<file path="config.mk">
export PLATFORM = sky130hd
export DESIGN_NAME = lcg_random_request_engine_core
export DESIGN_NICKNAME = d
export VERILOG_FILES = /design/src/hdl/lcgre_pkg.sv /design/src/hdl/lcgre_ctrl.sv /design/src/hdl/lcgre_dp.sv /design/src/hdl/lcg_random_request_engine_core.sv
export SDC_FILE = /design/constraint.sdc
export NUM_CORES = 2
export LEC_CHECK = 0
export BUFFER_PORTS_ARGS = -buffer_cell sky130_fd_sc_hd__buf_2
export CAP_MARGIN = 15
export CORE_MARGIN = 3
export CORE_UTILIZATION = 49
export DETAILED_ROUTE_END_ITERATION = 6
export PLACE_DENSITY = 0.66
export SLEW_MARGIN = 20
export SYNTH_ARGS = -nofsm -noshare
export SYNTH_HDL_FRONTEND = slang
export SYNTH_HIERARCHICAL = 1
export SYNTH_SLANG_ARGS = --single-unit
</file>
<file path="constraint.sdc">
create_clock -name clk_i -period 22.7 [get_ports clk_i]
set_clock_uncertainty 0.15 [all_clocks]
set_input_delay 1.135 -clock clk_i [delete_from_list [all_inputs] [get_ports clk_i]]
set_output_delay 1.135 -clock clk_i [all_outputs]
set_load 0.05 [all_outputs]
</file>
<file path="src/hdl/lcgre_pkg.sv">
// ----------------------------------------------------------------------------
// LCG random request engine package
// Shared types and constants for the controller and the datapath.
// ----------------------------------------------------------------------------
package lcgre_pkg;

  localparam logic [63:0] LCG_MUL = 64'd2862933555777941757;
  localparam logic [63:0] LCG_ADD = 64'd3037000493;
  localparam logic [31:0] MUL_LO  = LCG_MUL[31:0];
  localparam logic [31:0] MUL_HI  = LCG_MUL[63:32];

  localparam int unsigned BUCKET_BITS = 32;
  localparam int unsigned FILL_W      = $clog2(BUCKET_BITS + 1);
  localparam int unsigned DIV_BITS    = 31;
  localparam int unsigned DIV_CNT_W   = $clog2(DIV_BITS);
  localparam int unsigned SPAN_W      = 33;
  localparam int unsigned MUL_STEPS   = 3;
  localparam int unsigned MSTEP_W     = $clog2(MUL_STEPS);

  typedef enum logic [2:0] {
    KIND_WORD32 = 3'd0,
    KIND_BIT    = 3'd1,
    KIND_WORD64 = 3'd2,
    KIND_RANGE  = 3'd3,
    KIND_DICE   = 3'd4
  } kind_e;

  typedef enum logic [2:0] {
    ST_IDLE,
    ST_DECODE,
    ST_MUL,
    ST_DIV,
    ST_TAKE,
    ST_FIN
  } state_e;

  typedef struct packed {
    logic load;
    logic seed_we;
    logic mul_step;
    logic cap_word;
    logic refill;
    logic div_load;
    logic div_step;
    logic take_bit;
    logic set_err;
    logic out_load;
  } cmd_t;

  typedef struct packed {
    kind_e kind;
    logic  range_bad;
    logic  dice_bad;
    logic  count_zero;
    logic  count_last;
    logic  fill_zero;
    logic  mul_last;
    logic  div_last;
    logic  out_free;
  } stat_t;

endpackage

</file>
<file path="src/hdl/lcgre_ctrl.sv">
// ----------------------------------------------------------------------------
// LCG random request engine controller
// Sequences generator steps, remainder passes and result delivery per request.
// ----------------------------------------------------------------------------
module lcgre_ctrl (
  input  logic            clk_i,
  input  logic            rst_ni,
  input  logic            in_valid_i,
  output logic            in_stall_o,
  input  logic            cfg_valid_i,
  output logic            cfg_ready_o,
  input  lcgre_pkg::stat_t stat_i,
  output lcgre_pkg::cmd_t  cmd_o
);
  import lcgre_pkg::*;

  state_e state_q, state_d;
  logic   second_q, second_d;

  always_ff @(posedge clk_i or negedge rst_ni) begin
    if (!rst_ni) begin
      state_q  <= ST_IDLE;
      second_q <= 1'b0;
    end else begin
      state_q  <= state_d;
      second_q <= second_d;
    end
  end

  always_comb begin
    state_d     = state_q;
    second_d    = second_q;
    cmd_o       = '0;
    in_stall_o  = 1'b1;
    cfg_ready_o = 1'b0;
    case (state_q)
      ST_IDLE: begin
        in_stall_o     = 1'b0;
        cfg_ready_o    = 1'b1;
        cmd_o.seed_we  = cfg_valid_i;
        if (in_valid_i) begin
          cmd_o.load = 1'b1;
          second_d   = 1'b0;
          state_d    = ST_DECODE;
        end
      end
      ST_DECODE: begin
        case (stat_i.kind)
          KIND_WORD32, KIND_WORD64: state_d = ST_MUL;
          KIND_BIT:   state_d = stat_i.fill_zero ? ST_MUL : ST_TAKE;
          KIND_RANGE: begin
            if (stat_i.range_bad) begin
              cmd_o.set_err = 1'b1;
              state_d       = ST_FIN;
            end else begin
              state_d = ST_MUL;
            end
          end
          KIND_DICE: begin
            if (stat_i.dice_bad) begin
              cmd_o.set_err = 1'b1;
              state_d       = ST_FIN;
            end else if (stat_i.count_zero) begin
              state_d = ST_FIN;
            end else begin
              state_d = ST_MUL;
            end
          end
          default: state_d = ST_FIN;
        endcase
      end
      ST_MUL: begin
        cmd_o.mul_step = 1'b1;
        cmd_o.cap_word = stat_i.kind inside {KIND_WORD32, KIND_WORD64};
        cmd_o.refill   = (stat_i.kind == KIND_BIT);
        cmd_o.div_load = stat_i.kind inside {KIND_RANGE, KIND_DICE};
        if (stat_i.mul_last) begin
          case (stat_i.kind)
            KIND_WORD64: begin
              if (second_q) begin
                state_d = ST_FIN;
              end else begin
                second_d = 1'b1;
              end
            end
            KIND_BIT:               state_d = ST_TAKE;
            KIND_RANGE, KIND_DICE:  state_d = ST_DIV;
            default:                state_d = ST_FIN;
          endcase
        end
      end
      ST_DIV: begin
        cmd_o.div_step = 1'b1;
        if (stat_i.div_last) begin
          if (stat_i.kind == KIND_DICE && !stat_i.count_last) begin
            state_d = ST_MUL;
          end else begin
            state_d = ST_FIN;
          end
        end
      end
      ST_TAKE: begin
        cmd_o.take_bit = 1'b1;
        state_d        = ST_FIN;
      end
      ST_FIN: begin
        if (stat_i.out_free) begin
          cmd_o.out_load = 1'b1;
          state_d        = ST_IDLE;
        end
      end
      default: state_d = ST_IDLE;
    endcase
  end

endmodule

</file>
<file path="src/hdl/lcgre_dp.sv">
// ----------------------------------------------------------------------------
// LCG random request engine datapath
// Generator state, shared 32x32 multiplier, restoring remainder unit, bit
// bucket, result accumulator and output register.
// ----------------------------------------------------------------------------
module lcgre_dp (
  input  logic               clk_i,
  input  logic               rst_ni,
  input  lcgre_pkg::cmd_t    cmd_i,
  output lcgre_pkg::stat_t   stat_o,
  input  logic [63:0]        seed_i,
  input  logic [2:0]         kind_i,
  input  logic signed [31:0] range_low_i,
  input  logic signed [31:0] range_high_i,
  input  logic [7:0]         dice_count_i,
  input  logic [15:0]        dice_max_i,
  output logic               out_valid_o,
  input  logic               out_stall_i,
  output logic [63:0]        word_out_o,
  output logic signed [31:0] int_out_o,
  output logic               status_o
);
  import lcgre_pkg::*;

  logic [63:0]          gen_q;
  logic [31:0]          bucket_q;
  logic [FILL_W-1:0]    fill_q;
  logic [MSTEP_W-1:0]   mstep_q;
  logic [63:0]          acc_q, acc_d;
  kind_e                kind_q;
  logic signed [31:0]   low_q;
  logic [SPAN_W-1:0]    span_q, span_d;
  logic [7:0]           count_q;
  logic                 range_bad_q;
  logic                 dice_bad_q;
  logic [63:0]          word_q;
  logic [31:0]          int_q;
  logic                 status_q;
  logic [DIV_BITS-1:0]  dvd_q;
  logic [31:0]          rem_q;
  logic [DIV_CNT_W-1:0] div_cnt_q;
  logic                 out_valid_q;
  logic [63:0]          out_word_q;
  logic [31:0]          out_int_q;
  logic                 out_status_q;

  logic [31:0]       mul_a, mul_b;
  logic [63:0]       prod;
  logic              mul_last;
  logic              div_last;
  logic [SPAN_W-1:0] trial;
  logic [SPAN_W-1:0] rem_d;
  logic [31:0]       offset;
  logic              out_free;

  // The low 64 bits of the product need the low-by-low term and the low
  // halves of both cross terms, one per pass of the shared multiplier.
  always_comb begin
    case (mstep_q)
      MSTEP_W'(0): begin
        mul_a = gen_q[31:0];
        mul_b = MUL_LO;
      end
      MSTEP_W'(1): begin
        mul_a = gen_q[63:32];
        mul_b = MUL_LO;
      end
      default: begin
        mul_a = gen_q[31:0];
        mul_b = MUL_HI;
      end
    endcase
  end

  assign prod     = 64'(mul_a) * 64'(mul_b);
  assign mul_last = (mstep_q == MSTEP_W'(MUL_STEPS - 1));

  always_comb begin
    if (mstep_q == MSTEP_W'(0)) begin
      acc_d = prod + LCG_ADD;
    end else begin
      acc_d = acc_q + {prod[31:0], 32'd0};
    end
  end

  assign trial    = {rem_q, dvd_q[DIV_BITS-1]};
  assign rem_d    = (trial >= span_q) ? (trial - span_q) : trial;
  assign div_last = (div_cnt_q == DIV_CNT_W'(DIV_BITS - 1));
  assign offset   = (kind_q == KIND_RANGE) ? low_q : 32'd1;

  always_comb begin
    if (kind_e'(kind_i) == KIND_RANGE) begin
      span_d = {range_high_i[31], range_high_i} - {range_low_i[31], range_low_i}
               + SPAN_W'(1);
    end else begin
      span_d = {{(SPAN_W - 16){1'b0}}, dice_max_i};
    end
  end

  assign out_free = !out_valid_q || !out_stall_i;

  always_ff @(posedge clk_i or negedge rst_ni) begin
    if (!rst_ni) begin
      gen_q       <= '0;
      bucket_q    <= '0;
      fill_q      <= '0;
      mstep_q     <= '0;
      div_cnt_q   <= '0;
      out_valid_q <= 1'b0;
    end else begin
      if (cmd_i.seed_we) begin
        gen_q    <= seed_i;
        bucket_q <= '0;
        fill_q   <= '0;
      end
      if (cmd_i.mul_step) begin
        mstep_q <= mul_last ? '0 : mstep_q + MSTEP_W'(1);
        if (mul_last) begin
          gen_q <= acc_d;
          if (cmd_i.refill) begin
            bucket_q <= acc_d[63:32];
            fill_q   <= FILL_W'(BUCKET_BITS);
          end
          if (cmd_i.div_load) begin
            div_cnt_q <= '0;
          end
        end
      end
      if (cmd_i.div_step) begin
        div_cnt_q <= div_cnt_q + DIV_CNT_W'(1);
      end
      if (cmd_i.take_bit) begin
        bucket_q <= {1'b0, bucket_q[31:1]};
        fill_q   <= fill_q - FILL_W'(1);
      end
      if (cmd_i.out_load) begin
        out_valid_q <= 1'b1;
      end else if (!out_stall_i) begin
        out_valid_q <= 1'b0;
      end
    end
  end

  always_ff @(posedge clk_i) begin
    if (cmd_i.load) begin
      kind_q      <= kind_e'(kind_i);
      low_q       <= range_low_i;
      span_q      <= span_d;
      count_q     <= dice_count_i;
      range_bad_q <= (range_high_i < range_low_i);
      dice_bad_q  <= (dice_max_i == 16'd0);
      word_q      <= '0;
      int_q       <= '0;
      status_q    <= 1'b0;
    end
    if (cmd_i.mul_step) begin
      acc_q <= acc_d;
      if (mul_last && cmd_i.cap_word) begin
        word_q <= {word_q[31:0], acc_d[63:32]};
      end
      if (mul_last && cmd_i.div_load) begin
        dvd_q <= acc_d[62:32];
        rem_q <= '0;
      end
    end
    if (cmd_i.div_step) begin
      dvd_q <= {dvd_q[DIV_BITS-2:0], 1'b0};
      rem_q <= rem_d[31:0];
      if (div_last) begin
        int_q   <= int_q + offset + rem_d[31:0];
        count_q <= count_q - 8'd1;
      end
    end
    if (cmd_i.take_bit) begin
      word_q <= {63'd0, bucket_q[0]};
    end
    if (cmd_i.set_err) begin
      status_q <= 1'b1;
    end
    if (cmd_i.out_load) begin
      out_word_q   <= word_q;
      out_int_q    <= int_q;
      out_status_q <= status_q;
    end
  end

  assign stat_o.kind       = kind_q;
  assign stat_o.range_bad  = range_bad_q;
  assign stat_o.dice_bad   = dice_bad_q;
  assign stat_o.count_zero = (count_q == 8'd0);
  assign stat_o.count_last = (count_q == 8'd1);
  assign stat_o.fill_zero  = (fill_q == '0);
  assign stat_o.mul_last   = mul_last;
  assign stat_o.div_last   = div_last;
  assign stat_o.out_free   = out_free;

  assign out_valid_o = out_valid_q;
  assign word_out_o  = out_word_q;
  assign int_out_o   = out_int_q;
  assign status_o    = out_status_q;

endmodule

</file>
<file path="src/hdl/lcg_random_request_engine_core.sv">
// ----------------------------------------------------------------------------
// LCG random request engine
// Each request is served by a 64-bit linear congruential generator whose step
// runs as three passes of one shared 32x32 multiplier, and range and dice draws
// reduce each word through a restoring remainder unit at one bit per cycle
// over 31 dividend bits. A finished result sits in an output register, so the
// next request is taken while it waits. A seed write is accepted only while no
// request is in progress.
// ----------------------------------------------------------------------------
module lcg_random_request_engine_core (
  input  logic               clk_i,
  input  logic               rst_ni,
  input  logic               cfg_valid_i,
  output logic               cfg_ready_o,
  input  logic [63:0]        seed_i,
  input  logic               in_valid_i,
  output logic               in_stall_o,
  input  logic [2:0]         kind_i,
  input  logic signed [31:0] range_low_i,
  input  logic signed [31:0] range_high_i,
  input  logic [7:0]         dice_count_i,
  input  logic [15:0]        dice_max_i,
  output logic               out_valid_o,
  input  logic               out_stall_i,
  output logic [63:0]        word_out_o,
  output logic signed [31:0] int_out_o,
  output logic               status_o
);
  import lcgre_pkg::*;

  cmd_t  cmd;
  stat_t stat;

  lcgre_ctrl u_ctrl (
    .clk_i       (clk_i),
    .rst_ni      (rst_ni),
    .in_valid_i  (in_valid_i),
    .in_stall_o  (in_stall_o),
    .cfg_valid_i (cfg_valid_i),
    .cfg_ready_o (cfg_ready_o),
    .stat_i      (stat),
    .cmd_o       (cmd)
  );

  lcgre_dp u_dp (
    .clk_i        (clk_i),
    .rst_ni       (rst_ni),
    .cmd_i        (cmd),
    .stat_o       (stat),
    .seed_i       (seed_i),
    .kind_i       (kind_i),
    .range_low_i  (range_low_i),
    .range_high_i (range_high_i),
    .dice_count_i (dice_count_i),
    .dice_max_i   (dice_max_i),
    .out_valid_o  (out_valid_o),
    .out_stall_i  (out_stall_i),
    .word_out_o   (word_out_o),
    .int_out_o    (int_out_o),
    .status_o     (status_o)
  );

endmodule
</file>
Word level (Yosys, flattened, before mapping)
Index checks and enable logic that the tools add are counted.
- logic and storage cells: 161
- register bits: 513
- order comparisons: 2
- mux-type cells: 72
- $add $sub $neg: 11
- $mul: 1
- reductions and logical operators: 28
- eq/ne operators: 21
- operator list (cell ; number):
    $mux W32 ; 15
    $mux W64 ; 7
    $mux W31 ; 3
    $add A32 B32 Y32 ; 2
    $add A64 B32 Y64 const B ; 1
    $add A64 B64 Y64 ; 1
    $mul A32 B32 Y64 ; 1
    $add A33 B1 Y33 const B ; 1
    $ge A33 B33 Y1 ; 1
    $sub A32 B32 Y33 ; 1
    $lt A32 B32 Y1 ; 1
    $sub A32 B32 Y32 ; 1
    $mux W3 ; 10
    $mux W6 ; 5
    $mux W8 ; 3
    $mux W5 ; 4
    $pmux W3 S6 ; 1
    $logic_not A16 Y1 ; 1
    $mux W1 ; 16
    $mux W16 ; 1
    $eq A3 B2 Y1 const B ; 5
    $reduce_bool A2 Y1 ; 7
    $pmux W3 S4 ; 1
    $ne A2 B1 Y1 const B ; 5
    28 further kinds ; 41

Depth between registers and ports, before layout
- depth after elaboration: 10
- depth in mapped cells: 41
- mapped depth without buffers: 40

Hierarchy
Netlist, hierarchy kept.
- by module, submodules not included (module ; area an instance (um^2) ; times used ; cells an instance ; seq. area each (um^2)):
    lcgre_dp ; 54235.8 ; 1 ; 5581 ; 13673.1
    lcgre_ctrl ; 476.7 ; 1 ; 62 ; 100.1

Worst setup path before layout
Ideal clock, no wire load.
- path type: reg2reg
- from: reg u_dp.mstep_q[1]
- to: reg u_dp.dvd_q[30] (data pin)
- period minus slack after synthesis: 11437 ps
- library setup time: 270 ps
- slack: 11263 ps
- arrival: 11017 ps
- cell stages (with the launch flop): 37
- cell sequence: dfrtp_1 clkinv_1 nand2_1 clkbuf_1 buf_1 clkbuf_1 mux2i_1 inv_1 fa_1 fa_1 fa_1 inv_1 fa_1 inv_1 fa_1 inv_1 fa_1 inv_1 fa_1 fa_1 ha_1 a21o_1 nor4b_4 o21a_4 nor2_1 xnor2_1 inv_1 ha_1 nor3_1 nor2_1 a32o_1 a221o_1 a21o_1 a21oi_1 a21oi_1 xnor2_1 o21ai_0
- longest elaborated chain between the ends: 9
- RTL lines (element ; RTL line ; text):
    from (decl) ; lcgre_dp.sv:28 ; logic [MSTEP_W-1:0] mstep_q;
    from (signal assigned) ; lcgre_dp.sv:117 ; mstep_q <= mul_last ? '0 : mstep_q + MSTEP_W'(1);
    $eq A2 B1 Y1 or $logic_not A2 Y1 (tied branches) ; lcgre_dp.sv:59, lcgre_dp.sv:79 ;
    $reduce_or A2 Y1 (no line) ; - ;
    $mux W32 ; lcgre_dp.sv:59 ; case (mstep_q)
    $mul A32 B32 Y64 ; lcgre_dp.sv:75 ; assign prod = 64'(mul_a) * 64'(mul_b);
    $add A64 B64 Y64 or $add A64 B32 Y64 (tied branches) ; lcgre_dp.sv:82, lcgre_dp.sv:80 ;
    $mux W64 (*) ; lcgre_dp.sv:79 ; if (mstep_q == MSTEP_W'(0)) begin
    $mux W31 (*) ; lcgre_dp.sv:161 ; if (mul_last && cmd_i.div_load) begin
    $mux W31 (*) ; lcgre_dp.sv:156 ; if (cmd_i.mul_step) begin
    $mux W31 (*) ; lcgre_dp.sv:166 ; if (cmd_i.div_step) begin
    to (signal assigned) ; lcgre_dp.sv:162 ; dvd_q <= acc_d[62:32];
    to (signal assigned) ; lcgre_dp.sv:167 ; dvd_q <= {dvd_q[DIV_BITS-2:0], 1'b0};
    to (decl) ; lcgre_dp.sv:39 ; logic [DIV_BITS-1:0] dvd_q;
Mark *: on every way between the ends. The rest lies on a longest branch, timed or not. The select of a mux whose other input is x is not followed.
A chain may end at the register's enable or synchronous reset.

Worst setup path after layout
Same ends and word-level chain as after synthesis.

==> out/qor.csv <==
stage;metric;value;unit
run_status;status;finished, final reports clean;
critical_path;cp_slowest_cell;mux2i_1;
clock_network;cts.sinks;513;
critical_path;crit_buf_inv;10;
sta;final.min_clock_period;12.63;ns
clock_network;root_buffer;clkbuf_16;
synthesis;synthDistinctLibCells;118;
drt;drc;0;
die;ios;260;
global_routing;grt_first_pass_wirelength;256;mm
clock_network;clockBufferDepth;3;
critical_path;crit_top_cell;fa_1;
sta;final_hold_viol_count;0;
critical_path;crit_required;22.89;ns
global_routing;grt_use_total;28.9;%
critical_path;critical_path_class;reg -> reg;
sta;finalMaxSlewViolations;0;
clock_network;h-tree-depth;2;
drt;drtPass1Iterations;6;
sta;rsz0062_at_grt;false;
critical_path;critPathTopFamily;adder cells;
global_routing;first_global_vias;42134;
layout;nFillCells;9958;
layout;drive_gt1_share;8.76;%
drt;wire_per_inst;22.5;um
worst_hold_path;hp-class;reg -> reg;
layout;final_util;54.2;%
global_routing;grt-ovfl-total;0;
global_routing;grt_max_degree;106;
sta;tns;0;ns
drt;vias;41111;
synthesis;synth_area;0.0547;mm^2
die;die_w;340;um
drt;viasPerCell;5.55;
place;hpwl;138;mm
synthesis;yosysSeqAreaShare;25.2;%
die;core;0.110;mm^2
die;fp-row-count;121;
layout;nNetsFinal;7271;
clock_network;clk_pin_slew;0.07;ns
critical_path;critPathMaxFanout;33;
synthesis;synthArstFlopShare;22.2;%
sta;maxSlewHeadroom;30.1;%
place;port_buffers;259;
critical_path;cp_data_arrival_time;12.83;ns
clock_network;cts_buffers;50;
synthesis;synth_cells;5643;
die;die_h;340;um
flow_run;drv_cap;0;
critical_path;crit_path_end_kind;flop;
global_routing;antenna_found_initial;13;
sta;setup_violations;0;
sta;worst_slew_pin_slew;1.02;ns
drt;drt_iter0_markers;3487;
critical_path;worst_path_largest_cell_delay;0.79;ns
sta;fin_crit_sh;55.6;%
die;start_util;49.8;%
drt;ant_nets;0;
clock_network;clkLatencyLatePin;0.62;ns
clock_network;postCtsHoldBufs;0;
sta;fmax;79.2;MHz
synthesis;synthFlopType;edfxtp_1;
synthesis;synth-edff-count;293;
clock_network;ctsResizeCount;0;
critical_path;critPathLaunchType;flop;
layout;area_growth;8.76;%
clock_network;cts_setup_buffers;0;
synthesis;ys_warn_count;6;
die;die-area;0.116;mm^2
clock_network;cts_tree;yes;
synthesis;avgSynthCellArea;9.70;um^2
synthesis;ys_ff_latch;513;
drt;drt-total-wl;167;mm
place;gp_congestion;1.00;
==> sequential cells by signal, summed over array words and instances (netlist names) <==
name              cells
u_ctrl/second_q       1
u_ctrl/state_q        3
u_dp/acc_q           64
u_dp/bucket_q        32
u_dp/count_q          8
u_dp/dice_bad_q       1
u_dp/div_cnt_q        5
u_dp/dvd_q           31
u_dp/fill_q           6
u_dp/gen_q           64
u_dp/int_out_o       32
u_dp/int_q           32
u_dp/kind_q           3
u_dp/low_q           32
u_dp/mstep_q          2
u_dp/out_valid_o      1
u_dp/range_bad_q      1
u_dp/rem_q           32
u_dp/span_q          33
u_dp/status_o         1
u_dp/status_q         1
u_dp/word_out_o      64
u_dp/word_q          64
==> layout make-up <==
| type | instances | area, um^2 | area share, % |
|---|---|---|---|
| well taps | 1476 | 1850 | 3.10 |
| clock buffers | 61 | 1360 | 2.29 |
| repair buffers | 310 | 1680 | 2.83 |
| flip-flops and latches | 513 | 13800 | 23.2 |
| clock inverters | 32 | 337 | 0.566 |
| inverters | 1071 | 4020 | 6.76 |
| diodes | 5 | 12.5 | 0.0210 |
| multi-input cells | 3940 | 36500 | 61.3 |
==> metal layers <==
layer | global-route usage (%) | routed length, um
met4 | 12.3 | 8490
met3 | 3.59 | 10200
met2 | 46.8 | 77400
met1 | 39.4 | 70600
met5 | 0 | 86
==> layout by cell type, fill, tap and decap left out, types with 48 or more instances in the layout <==
| cell type | instances |
|---|---|
| nor2b_1 | 48 |
| mux2i_1 | 95 |
| buf_4 | 52 |
| buf_2 | 258 |
| nand2_1 | 391 |
| nand3_1 | 152 |
| clkbuf_16 | 51 |
| ha_1 | 565 |
| a21o_1 | 88 |
| conb_1 | 61 |
| o21ai_0 | 289 |
| inv_1 | 1067 |
| dfxtp_1 | 106 |
| dfrtp_1 | 113 |
| fa_1 | 660 |
| nor2_1 | 325 |
| a21oi_1 | 280 |
| and2_1 | 94 |
| xnor2_1 | 160 |
| xor2_1 | 73 |
| nor3_1 | 61 |
| edfxtp_1 | 293 |
==> worst paths after layout <==
check                                 from  slack [ns]  cells after the start             endpoint
max in group asynchronous           rst_ni       20.42                      2      u_dp/mstep_q[1]
max                        u_dp/mstep_q[1]       10.07                     37       u_dp/dvd_q[30]
max reg2reg                u_dp/mstep_q[1]       10.07                     37       u_dp/dvd_q[30]
min                        u_dp/word_q[57]        0.28                      0  u_dp/word_out_o[57]
min in group asynchronous           rst_ni        0.48                      1        u_dp/gen_q[4]
min reg2reg                u_dp/word_q[57]        0.28                      0  u_dp/word_out_o[57]
==> cell usage after synthesis (61+ instances only) <==
| cell | instances | area share [%] |
|---|---|---|
| nand2_1 | 394 | 2.7 |
| ha_1 | 565 | 13 |
| nor3_1 | 61 | 0.56 |
| and2_1 | 98 | 1.1 |
| mux2i_1 | 96 | 1.8 |
| dfxtp_1 | 106 | 3.9 |
| edfxtp_1 | 293 | 16 |
| xor2_1 | 73 | 1.2 |
| dfrtp_1 | 114 | 5.2 |
| o21ai_0 | 289 | 2.6 |
| a21o_1 | 88 | 1.2 |
| nand3_1 | 152 | 1.4 |
| fa_1 | 660 | 24 |
| nor2_1 | 328 | 2.3 |
| xnor2_1 | 160 | 2.6 |
| clkbuf_1 | 142 | 0.97 |
| inv_1 | 1070 | 7.3 |
| a21oi_1 | 280 | 2.6 |
==> cells by family after synthesis <==
kind of cell             synth area share, %
AND/OR/NAND/NOR                         11.7
buffers and inverters                   8.67
adder cells (fa/ha/maj)                 37.1
AO/OA/AOI/OAI                           11.5
flip-flops                              25.2
XOR/XNOR                                3.88
multiplexers                            2.00
other                                 0.0137
==> through the flow <==
stage / worst slack, ns / hold WS, ns / std cells / instance area [um^2]
2_1_floorplan: 11.26 / 0.258 / 5702 / 54900
3_3_place_gp: 10.33 / 0.263 / 7310 / 57800
3_5_place_dp: 10.21 / 0.267 / 7310 / 57800
4_1_cts: 10.10 / 0.281 / 7403 / 59500
5_1_grt: 9.40 / 0.294 / 7404 / 59500
6_report: 10.07 / 0.279 / 7408 / 59500
Power is left out: the tool's default activity adds up to more than one toggle a clock period on the data nets, which glitch-free logic cannot reach.
